<file path="src/drmt_pkg.sv">
`default_nettype none
package drmt_pkg;

	typedef enum logic [1:0] {
		OP_ADD   = 2'd0,
		OP_MARK  = 2'd1,
		OP_CLEAR = 2'd2,
		OP_READ  = 2'd3
	} op_t;

	typedef enum logic [1:0] {
		ST_IGNORED = 2'd0,
		ST_STORED  = 2'd1,
		ST_WHOLE   = 2'd2,
		ST_READOUT = 2'd3
	} status_t;

	typedef struct packed {
		logic [1:0]         op;
		logic signed [15:0] rect_left;
		logic signed [15:0] rect_top;
		logic signed [15:0] rect_width;
		logic signed [15:0] rect_height;
	} in_word_t;

	typedef struct packed {
		logic [1:0]  status;
		logic [12:0] out_left;
		logic [12:0] out_top;
		logic [12:0] out_width;
		logic [12:0] out_height;
		logic        rect_valid;
		logic        whole_screen;
		logic        dirty;
		logic [4:0]  entry_count;
		logic        last;
	} out_word_t;

	// classified command passed from front to back
	typedef struct packed {
		op_t         op;
		logic        drop;
		logic        full;
		logic [16:0] x0;
		logic [16:0] y0;
		logic [16:0] x1;
		logic [16:0] y1;
	} cmd_t;

	typedef enum logic [2:0] {
		BK_IDLE,
		BK_SCAN,
		BK_SHIFT,
		BK_READ,
		BK_EMIT
	} bk_state_t;

	localparam logic [1:0] REG_FRAME_WIDTH  = 2'd0;
	localparam logic [1:0] REG_FRAME_HEIGHT = 2'd1;

endpackage
`default_nettype wire

</file>
<file path="src/drmt_front.sv">
`default_nettype none
module drmt_front #(
	parameter int COORD_BITS = 13
) (
	input  wire              clk,
	input  wire              arst_n,
	input  wire              in_vld,
	input  drmt_pkg::in_word_t in_word,
	input  wire [12:0]       frame_width,
	input  wire [12:0]       frame_height,
	output logic             cmd_vld,
	output drmt_pkg::cmd_t   cmd
);
	import drmt_pkg::*;

	localparam logic [12:0] CAP = 13'((1 << COORD_BITS) - 1);

	logic signed [17:0] x, y, w, h, fw, fh, cw, ch, xe, ye;
	cmd_t c;

	always_comb begin
		fw = (frame_width > CAP) ? 18'(CAP) : 18'(frame_width);
		fh = (frame_height > CAP) ? 18'(CAP) : 18'(frame_height);
		x = 18'(in_word.rect_left);
		y = 18'(in_word.rect_top);
		w = 18'(in_word.rect_width);
		h = 18'(in_word.rect_height);
		c = '0;
		c.op = op_t'(in_word.op);
		c.drop = (w <= 0) || (h <= 0);
		if (x < 0) begin
			w = w + x;
			x = '0;
		end
		if (y < 0) begin
			h = h + y;
			y = '0;
		end
		if (x >= fw || y >= fh) c.drop = 1'b1;
		cw = (x + w > fw) ? fw - x : w;
		ch = (y + h > fh) ? fh - y : h;
		if (cw <= 0 || ch <= 0) c.drop = 1'b1;
		xe = x + cw;
		ye = y + ch;
		c.full = (x == 0) && (y == 0) && (cw == fw) && (ch == fh);
		c.x0 = x[16:0];
		c.y0 = y[16:0];
		c.x1 = xe[16:0];
		c.y1 = ye[16:0];
	end

	always_ff @(posedge clk or negedge arst_n) begin
		if (!arst_n) begin
			cmd_vld <= 1'b0;
		end else begin
			cmd_vld <= in_vld;
		end
	end

	always_ff @(posedge clk) begin
		if (in_vld) cmd <= c;
	end

endmodule
`default_nettype wire

</file>
<file path="src/drmt_queue.sv">
`default_nettype none
module drmt_queue (
	input  wire            clk,
	input  wire            arst_n,
	input  wire            wr_vld,
	input  drmt_pkg::cmd_t wr_cmd,
	input  wire            rd_en,
	output logic           rd_vld,
	output drmt_pkg::cmd_t rd_cmd,
	output logic           empty
);
	import drmt_pkg::*;

	cmd_t mem_q [2];
	logic wp_q, rp_q;
	logic [1:0] cnt_q;

	assign rd_vld = (cnt_q != 2'd0);
	assign empty = (cnt_q == 2'd0);
	assign rd_cmd = mem_q[rp_q];

	always_ff @(posedge clk or negedge arst_n) begin
		if (!arst_n) begin
			wp_q <= 1'b0;
			rp_q <= 1'b0;
			cnt_q <= '0;
		end else begin
			if (wr_vld) wp_q <= ~wp_q;
			if (rd_en && rd_vld) rp_q <= ~rp_q;
			cnt_q <= cnt_q + 2'(wr_vld) - 2'(rd_en && rd_vld);
		end
	end

	always_ff @(posedge clk) begin
		if (wr_vld) mem_q[wp_q] <= wr_cmd;
	end

endmodule
`default_nettype wire

</file>
<file path="src/drmt_back.sv">
`default_nettype none
module drmt_back #(
	parameter int LIST_DEPTH = 16
) (
	input  wire              clk,
	input  wire              arst_n,
	input  wire              cmd_vld,
	input  drmt_pkg::cmd_t   cmd,
	output logic             cmd_take,
	output logic             idle,
	output logic             res_vld,
	output drmt_pkg::out_word_t res
);
	import drmt_pkg::*;

	localparam int IW = (LIST_DEPTH > 1) ? $clog2(LIST_DEPTH) : 1;
	localparam int CW = $clog2(LIST_DEPTH + 1);

	bk_state_t st_q, st_d;
	logic [CW-1:0] cnt_q, cnt_d, i_q, i_d, k_q, k_d;
	logic mark_q, mark_d, dirty_q, dirty_d;
	logic [16:0] x0_q, y0_q, x1_q, y1_q, x0_d, y0_d, x1_d, y1_d;
	logic [51:0] mem [LIST_DEPTH];
	logic [51:0] rd_q;
	logic [IW-1:0] ra;
	logic we;
	logic [IW-1:0] wa;
	logic [51:0] wd;
	logic rvld_d;
	out_word_t r_d;
	logic [16:0] bx0, by0, bx1, by1;
	logic hit;
	logic [12:0] ox0, oy0, ow, oh;

	always_ff @(posedge clk) begin
		if (we) mem[wa] <= wd;
		rd_q <= mem[ra];
	end

	always_comb begin
		bx0 = {4'd0, rd_q[51:39]};
		by0 = {4'd0, rd_q[38:26]};
		bx1 = bx0 + {4'd0, rd_q[25:13]};
		by1 = by0 + {4'd0, rd_q[12:0]};
		hit = (x0_q <= bx1) && (x1_q >= bx0) && (y0_q <= by1) && (y1_q >= by0);
		ox0 = x0_q[12:0];
		oy0 = y0_q[12:0];
		ow = 13'(x1_q - x0_q);
		oh = 13'(y1_q - y0_q);
	end

	always_comb begin
		st_d = st_q;
		cnt_d = cnt_q;
		i_d = i_q;
		k_d = k_q;
		mark_d = mark_q;
		dirty_d = dirty_q;
		x0_d = x0_q;
		y0_d = y0_q;
		x1_d = x1_q;
		y1_d = y1_q;
		cmd_take = 1'b0;
		we = 1'b0;
		wa = '0;
		wd = '0;
		ra = i_q[IW-1:0];
		rvld_d = 1'b0;
		r_d = '0;
		unique case (st_q)
			BK_IDLE: begin
				ra = '0;
				if (cmd_vld) begin
					cmd_take = 1'b1;
					rvld_d = 1'b1;
					r_d.last = 1'b1;
					x0_d = cmd.x0;
					y0_d = cmd.y0;
					x1_d = cmd.x1;
					y1_d = cmd.y1;
					i_d = '0;
					unique case (cmd.op)
						OP_MARK: begin
							mark_d = 1'b1;
							cnt_d = '0;
							dirty_d = 1'b1;
							r_d.status = ST_WHOLE;
						end
						OP_CLEAR: begin
							mark_d = 1'b0;
							cnt_d = '0;
							dirty_d = 1'b0;
							r_d.status = ST_IGNORED;
						end
						OP_READ: begin
							if (cnt_q == '0) begin
								r_d.status = ST_READOUT;
							end else begin
								rvld_d = 1'b0;
								st_d = BK_READ;
							end
						end
						default: begin
							if (mark_q || cmd.drop) begin
								r_d.status = ST_IGNORED;
							end else if (cmd.full) begin
								mark_d = 1'b1;
								cnt_d = '0;
								r_d.status = ST_WHOLE;
							end else begin
								rvld_d = 1'b0;
								st_d = BK_SCAN;
							end
						end
					endcase
					r_d.whole_screen = mark_d;
					r_d.dirty = dirty_d;
					r_d.entry_count = 5'(cnt_d);
				end
			end
			BK_READ: begin
				i_d = '0;
				ra = '0;
				st_d = BK_EMIT;
			end
			BK_EMIT: begin
				rvld_d = 1'b1;
				r_d.status = ST_READOUT;
				r_d.out_left = rd_q[51:39];
				r_d.out_top = rd_q[38:26];
				r_d.out_width = rd_q[25:13];
				r_d.out_height = rd_q[12:0];
				r_d.rect_valid = 1'b1;
				r_d.whole_screen = mark_q;
				r_d.dirty = dirty_q;
				r_d.entry_count = 5'(cnt_q);
				r_d.last = (i_q + 1'b1 == cnt_q);
				ra = IW'(i_q + 1'b1);
				if (i_q + 1'b1 == cnt_q) begin
					st_d = BK_IDLE;
				end else begin
					i_d = i_q + 1'b1;
				end
			end
			BK_SCAN: begin
				// rd_q holds entry i_q in the cycle after ra addresses it
				if (k_q == '0) begin
					k_d = CW'(1);
				end else if (i_q >= cnt_q) begin
					k_d = '0;
					rvld_d = 1'b1;
					r_d.last = 1'b1;
					st_d = BK_IDLE;
					if (cnt_q >= CW'(LIST_DEPTH)) begin
						mark_d = 1'b1;
						cnt_d = '0;
						r_d.status = ST_WHOLE;
					end else begin
						we = 1'b1;
						wa = IW'(cnt_q);
						wd = {ox0, oy0, ow, oh};
						cnt_d = cnt_q + 1'b1;
						dirty_d = 1'b1;
						r_d.status = ST_STORED;
					end
					r_d.whole_screen = mark_d;
					r_d.dirty = dirty_d;
					r_d.entry_count = 5'(cnt_d);
				end else if (hit) begin
					x0_d = (x0_q < bx0) ? x0_q : bx0;
					y0_d = (y0_q < by0) ? y0_q : by0;
					x1_d = (x1_q > bx1) ? x1_q : bx1;
					y1_d = (y1_q > by1) ? y1_q : by1;
					k_d = '0;
					ra = IW'(i_q + 1'b1);
					st_d = BK_SHIFT;
				end else begin
					i_d = i_q + 1'b1;
					k_d = '0;
					ra = IW'(i_d);
				end
			end
			BK_SHIFT: begin
				// rd_q = entry k+1 of the shift walk; k_q counts offset from i_q
				ra = IW'(i_q + k_q + 2'd2);
				if (CW'(i_q + k_q + 1'b1) < cnt_q) begin
					we = 1'b1;
					wa = IW'(i_q + k_q);
					wd = rd_q;
					k_d = k_q + 1'b1;
				end else begin
					cnt_d = cnt_q - 1'b1;
					k_d = '0;
					ra = IW'(i_q);
					st_d = BK_SCAN;
				end
			end
			default: st_d = BK_IDLE;
		endcase
	end

	assign idle = (st_q == BK_IDLE);

	always_ff @(posedge clk or negedge arst_n) begin
		if (!arst_n) begin
			st_q <= BK_IDLE;
			cnt_q <= '0;
			i_q <= '0;
			k_q <= '0;
			mark_q <= 1'b1;
			dirty_q <= 1'b0;
			res_vld <= 1'b0;
		end else begin
			st_q <= st_d;
			cnt_q <= cnt_d;
			i_q <= i_d;
			k_q <= k_d;
			mark_q <= mark_d;
			dirty_q <= dirty_d;
			res_vld <= rvld_d;
		end
	end

	always_ff @(posedge clk) begin
		x0_q <= x0_d;
		y0_q <= y0_d;
		x1_q <= x1_d;
		y1_q <= y1_d;
		res <= r_d;
	end

endmodule
`default_nettype wire

</file>
<file path="src/damage_rect_merge_table.sv">
// channel | handshake        | word
// in      | start / busy     | in_word (op, rectangle)
// out     | done             | out_word (status, rectangle, flags)
// cfg     | APB psel/penable | frame_width @0, frame_height @4
// Mark, clear, ignored add: the result passes the front register, the queue and the
// result register; busy holds until it is out, so one command is in flight at a time.
// An add scans every entry; an absorbed entry is merged in, later entries shift down
// over it and the scan resumes at that slot. Readout: one word per cycle.
// Reset clears the list; the whole-screen mark comes up set. No output stall.
`default_nettype none
module damage_rect_merge_table #(
	parameter int LIST_DEPTH = 16,
	parameter int COORD_BITS = 13
) (
	input  wire                   clk,
	input  wire                   arst_n,
	input  wire                   start,
	output logic                  busy,
	input  drmt_pkg::in_word_t    in_word,
	output logic                  done,
	output drmt_pkg::out_word_t   out_word,
	input  wire                   psel,
	input  wire                   penable,
	input  wire                   pwrite,
	input  wire  [2:0]            paddr,
	input  wire  [31:0]           pwdata,
	output logic [31:0]           prdata,
	output logic                  pready
);
	import drmt_pkg::*;

	logic [12:0] fw_q, fh_q;
	logic acc, f_vld, q_vld, q_take, q_empty, b_idle;
	cmd_t f_cmd, q_cmd;
	logic busy_q;

	assign pready = 1'b1;
	assign acc = start && !busy;
	assign busy = busy_q;

	always_comb begin
		prdata = '0;
		unique case (paddr[2:1] == 2'd0 ? paddr[2] : 1'b1)
			1'b0: prdata = {19'd0, fw_q};
			default: prdata = {19'd0, fh_q};
		endcase
	end

	always_ff @(posedge clk or negedge arst_n) begin
		if (!arst_n) begin
			fw_q <= 13'd1024;
			fh_q <= 13'd768;
			busy_q <= 1'b0;
		end else begin
			if (psel && penable && pwrite) begin
				if (paddr[2] == REG_FRAME_WIDTH[0]) fw_q <= pwdata[12:0];
				else fh_q <= pwdata[12:0];
			end
			if (acc) busy_q <= 1'b1;
			else if (busy_q && !f_vld && q_empty && b_idle && !done && !q_take)
				busy_q <= 1'b0;
		end
	end

	drmt_front #(.COORD_BITS(COORD_BITS)) u_front (
		.clk(clk), .arst_n(arst_n), .in_vld(acc), .in_word(in_word),
		.frame_width(fw_q), .frame_height(fh_q), .cmd_vld(f_vld), .cmd(f_cmd)
	);

	drmt_queue u_queue (
		.clk(clk), .arst_n(arst_n), .wr_vld(f_vld), .wr_cmd(f_cmd),
		.rd_en(q_take), .rd_vld(q_vld), .rd_cmd(q_cmd), .empty(q_empty)
	);

	drmt_back #(.LIST_DEPTH(LIST_DEPTH)) u_back (
		.clk(clk), .arst_n(arst_n), .cmd_vld(q_vld), .cmd(q_cmd),
		.cmd_take(q_take), .idle(b_idle), .res_vld(done), .res(out_word)
	);

endmodule
`default_nettype wire

</file>
<file path="config.mk">
export PLATFORM = sky130hd
export DESIGN_NAME = damage_rect_merge_table
export DESIGN_NICKNAME = d
export VERILOG_FILES = /design/src/drmt_pkg.sv /design/src/drmt_front.sv /design/src/drmt_queue.sv /design/src/drmt_back.sv /design/src/damage_rect_merge_table.sv
export SDC_FILE = /design/constraint.sdc
export NUM_CORES = 2
export LEC_CHECK = 0
export BUFFER_PORTS_ARGS = -buffer_cell sky130_fd_sc_hd__buf_4
export CAP_MARGIN = 20
export CORE_MARGIN = 2
export CORE_UTILIZATION = 57
export CTS_CLUSTER_DIAMETER = 150
export DETAILED_ROUTE_END_ITERATION = 12
export PLACE_DENSITY = 0.77
export RECOVER_POWER = 50
export SLEW_MARGIN = 40
export SYNTH_ARGS = -nofsm -noshare
export SYNTH_HDL_FRONTEND = slang
export SYNTH_SLANG_ARGS = --single-unit
</file>
<file path="constraint.sdc">
create_clock -name clk -period 6 [get_ports clk]
set_input_delay 0.3 -clock clk [delete_from_list [all_inputs] [get_ports clk]]
set_output_delay 0.3 -clock clk [all_outputs]
set_load 0.01 [all_outputs]
</file>
==> flow_summary.toml <==
[outcome]
status = "finished, violations left"
violations = "capacitance limit, slew limit, setup timing"

[sta]
worst_pin_slew_ps = 3710
finalSetupViolations = 54
fin_ws_ps = -921
finalCritPeriodShare_pct = 115
period_needed_ps = 6920
drv_slew = 416
fin_skew_ps = 55.2
slew_headroom_pct = -147
hold_violations = 0
rsz0062_at_grt = "yes"
max_freq_mhz = 144

[route]
top_layer = "met4"
wl_met2_mm = 77.3
wl_per_cell_um = 23.6
wl_met3_mm = 10.9
remaining_drc_errors = 0
drt_first_pass_iters = 5
ant_nets = 0
drt_iter0_markers = 3730
vias_per_cell = 5.92
vias = 40418
met1_length_mm = 67.8
wl_mm = 161

[floorplan]
io_pins = 205
start_util_pct = 57.5
fp.dieW_um = 333
dieHeight_um = 333
placementRows = 120
die_area_sq_um = 111000
core_sq_um = 107000

[critical_path]
cp_slowest_cell = "or4_4"
cp.required_ps = 6430
r2r-end = "u_back.mem[14][31]$_DFFE_PP_"
critPathArrivalTime_ps = 7350
reg2reg_slack_ps = -190
reg2reg_depth = 6
path_class = "primary input to register"
cp_max_fo = 4
max_stage_delay_ps = 440
crit_path_end_kind = "register"
crit_top_cell = "a21o_1"
start_kind = "primary input"
crit-reg2reg-launch = "u_back.st_q[2]$_DFFE_PN0P_"

[cts]
clock_latency_ps = 730
cts_tree = "done"
clock_path_buffers = 3
cts-root-buf = "clkbuf_16"
cts_buffers = 118
htree_levels = 3
path_clk_slew_ps = 60
clkSinkCount = 1268

[cells_and_area]
layout-drive-gt1-share_pct = 21.1
stdcell_count = 6833
layout_common_cells = "edfxtp_1 (1100), mux2i_1 (839), buf_4 (572)"
insertedDiodeCount = 0
nets = 5775
syn_to_final_growth_pct = 20.1
layout_commonest_cell = "edfxtp_1"
utilization_pct = 69.1

[global_route]
grt_max_degree = 85
grt_pass1_vias = 40534
grt.overflow.total = 0
antenna_found_initial = 1
grt_pass1_wl_mm = 241
grt_use_total_pct = 28.5

[yosys]
synth_edf_count = 1100
synth_area_leaders = "edfxtp_1 (54%), mux2i_1 (14%), ha_1 (6.7%)"
yosysTopAreaCellShare_pct = 53.6
synth-seq-cells = 1268
synth-seq-area-share_pct = 59.4
synth_flop_cell = "edfxtp_1"
syn_area_sq_um = 61700
synth_cells = 4592
yosysTopAreaCell = "edfxtp_1"
syn_area_per_cell_sq_um = 13.4
ys_warn_count = 0
synthDistinctLibCells = 84
ys_async_sr_fraction_pct = 4.18

[run]
cap_violations = 8

[power_and_ir_drop]
ir_worst_vdd_v = 0.000489
power.total_uw = 42800
p_leak_uw = 0.0290
power_density_nw_per_um2 = 577

[placement]
dp_cells = 6508
gp_congestion = 0.952
port_buffers = 164
dpl.hpwl_mm = 107

[worst_hold_path]
holdPathStages = 2
hp-class = "primary input to register"
min_to = "u_front.cmd[65]$_DFFE_PP_"
min_from = "in_word[62]"
[registers in the layout, summed over array words and instances, names as in the netlist]
register and count:
busy 1, fw_q 13, u_queue.cnt_q 2, u_back.rd_q 52, fh_q 13, u_back.mark_q 1
u_back.cnt_q 5, u_queue.rp_q 1, u_front.cmd 68, u_back.res 63, u_back.st_q 3, u_back.i_q 5
u_back.x1_q 17, u_back.mem 832, u_front.cmd_vld 1, u_back.x0_q 15, u_back.k_q 5, u_back.dirty_q 1
u_queue.wp_q 1, u_queue.mem_q 136, u_back.res_vld 1, u_back.y1_q 17, u_back.y0_q 15
[what timing repair did]
action / CTS / global route
pin swaps: 68 / 73
endpoints found under the hold margin: 79 / 0
gates cloned: 0 / 1
gates resized for setup: 72 / 100
buffers inserted: 76 / 20
hold buffers: 17 / 0
endpoints found under the setup margin: 78 / 91
[cell type report]
type | instances | area (sq um)
inverter | 208 | 783
tap | 1403 | 1760
timing repair buffer | 807 | 6180
clock buffer | 161 | 3270
clock inverter | 65 | 724
fill | 7414 | 33100
sequential | 1268 | 36700
multi-input combinational | 2921 | 24700
[Yosys cell counts, drive strengths merged, types with 7 or more instances]
cell type	instances
a211o	7
a211oi	43
a21boi	12
a21o	71
a21oi	196
a31oi	20
and2	10
and3	40
buf	105
clkbuf	108
dfrtp	49
dfxtp	115
edfxtp	1100
fa	13
ha	331
inv	207
mux2	61
mux2i	845
nand2	216
nand2b	32
nand3	38
nand4	39
nor2	176
nor2b	66
nor3	49
nor4	26
o211ai	20
o21a	47
o21ai	194
o21bai	26
o22ai	33
o31ai	12
or2	10
or3	13
xnor2	123
xor2	48
[worst max-delay path, delay by kind of cell]
| kind | cells | cell delay [ps] |
|---|---|---|
| adders and majority gates | 5 | 1160 |
| muxes | 2 | 630 |
| buffers and inverters | 4 | 540 |
| AOI/OAI and AO/OA | 18 | 2980 |
| and+or+nand+nor | 9 | 1380 |
| xor gates and xnor gates | 3 | 330 |
[how the worst max path moves through the flow]
stage | cells after the start | endpoint | startpoint | slack (ps)
2_1_floorplan | 41 | u_front.cmd[16]$_DFFE_PP_ | in_word[0] | -1180
3_3_place_gp | 40 | u_front.cmd[16]$_DFFE_PP_ | in_word[0] | -1380
3_5_place_dp | 40 | u_front.cmd[16]$_DFFE_PP_ | in_word[0] | -1600
4_1_cts | 41 | u_front.cmd[16]$_DFFE_PP_ | in_word[0] | -820
5_1_grt | 39 | u_front.cmd[15]$_DFFE_PP_ | in_word[4] | -1220
6_report | 41 | u_front.cmd[15]$_DFFE_PP_ | in_word[0] | -920
[power by group]
group | switching, uW | total, uW | leakage, uW | internal, uW
Clock | 3250 | 7610 | 0.00192 | 4350
Combinational | 12700 | 22100 | 0.0154 | 9450
Sequential | 1010 | 13000 | 0.0117 | 12000
[logic make-up after synthesis]
family / synth area share (%)
DFF: 59.4
muxes: 14.8
AOI/OAI and AO/OA: 7.58
and+or+nand+nor: 5.82
buffers and inverters: 2.75
adders and majority gates: 7.14
xor gates and xnor gates: 2.43
other: 0.0122
[per-stage QoR]
step | TNS [ps] | setup slack [ps] | hold slack [ps] | cell area, sq um
4_1_cts | -7230 | -821 | 103 | 74100
5_1_grt | -36200 | -1220 | 132 | 74100
3_5_place_dp | -28850 | -1600 | 430 | 69000
3_3_place_gp | -23990 | -1380 | 423 | 69000
2_1_floorplan | -11400 | -1180 | 4.41 | 62100
6_report | -12040 | -921 | 159 | 74100
[metal layers]
metal | vias to the layer above | global-route usage [%]
met1 | 19908 | 39.0
met2 | 1515 | 47.2
met3 | 283 | 3.95
met4 | 0 | 9.62
met5 | - | 0
li1 | 18712 | -
No activity file was read; power rests on OpenSTA's default activity.
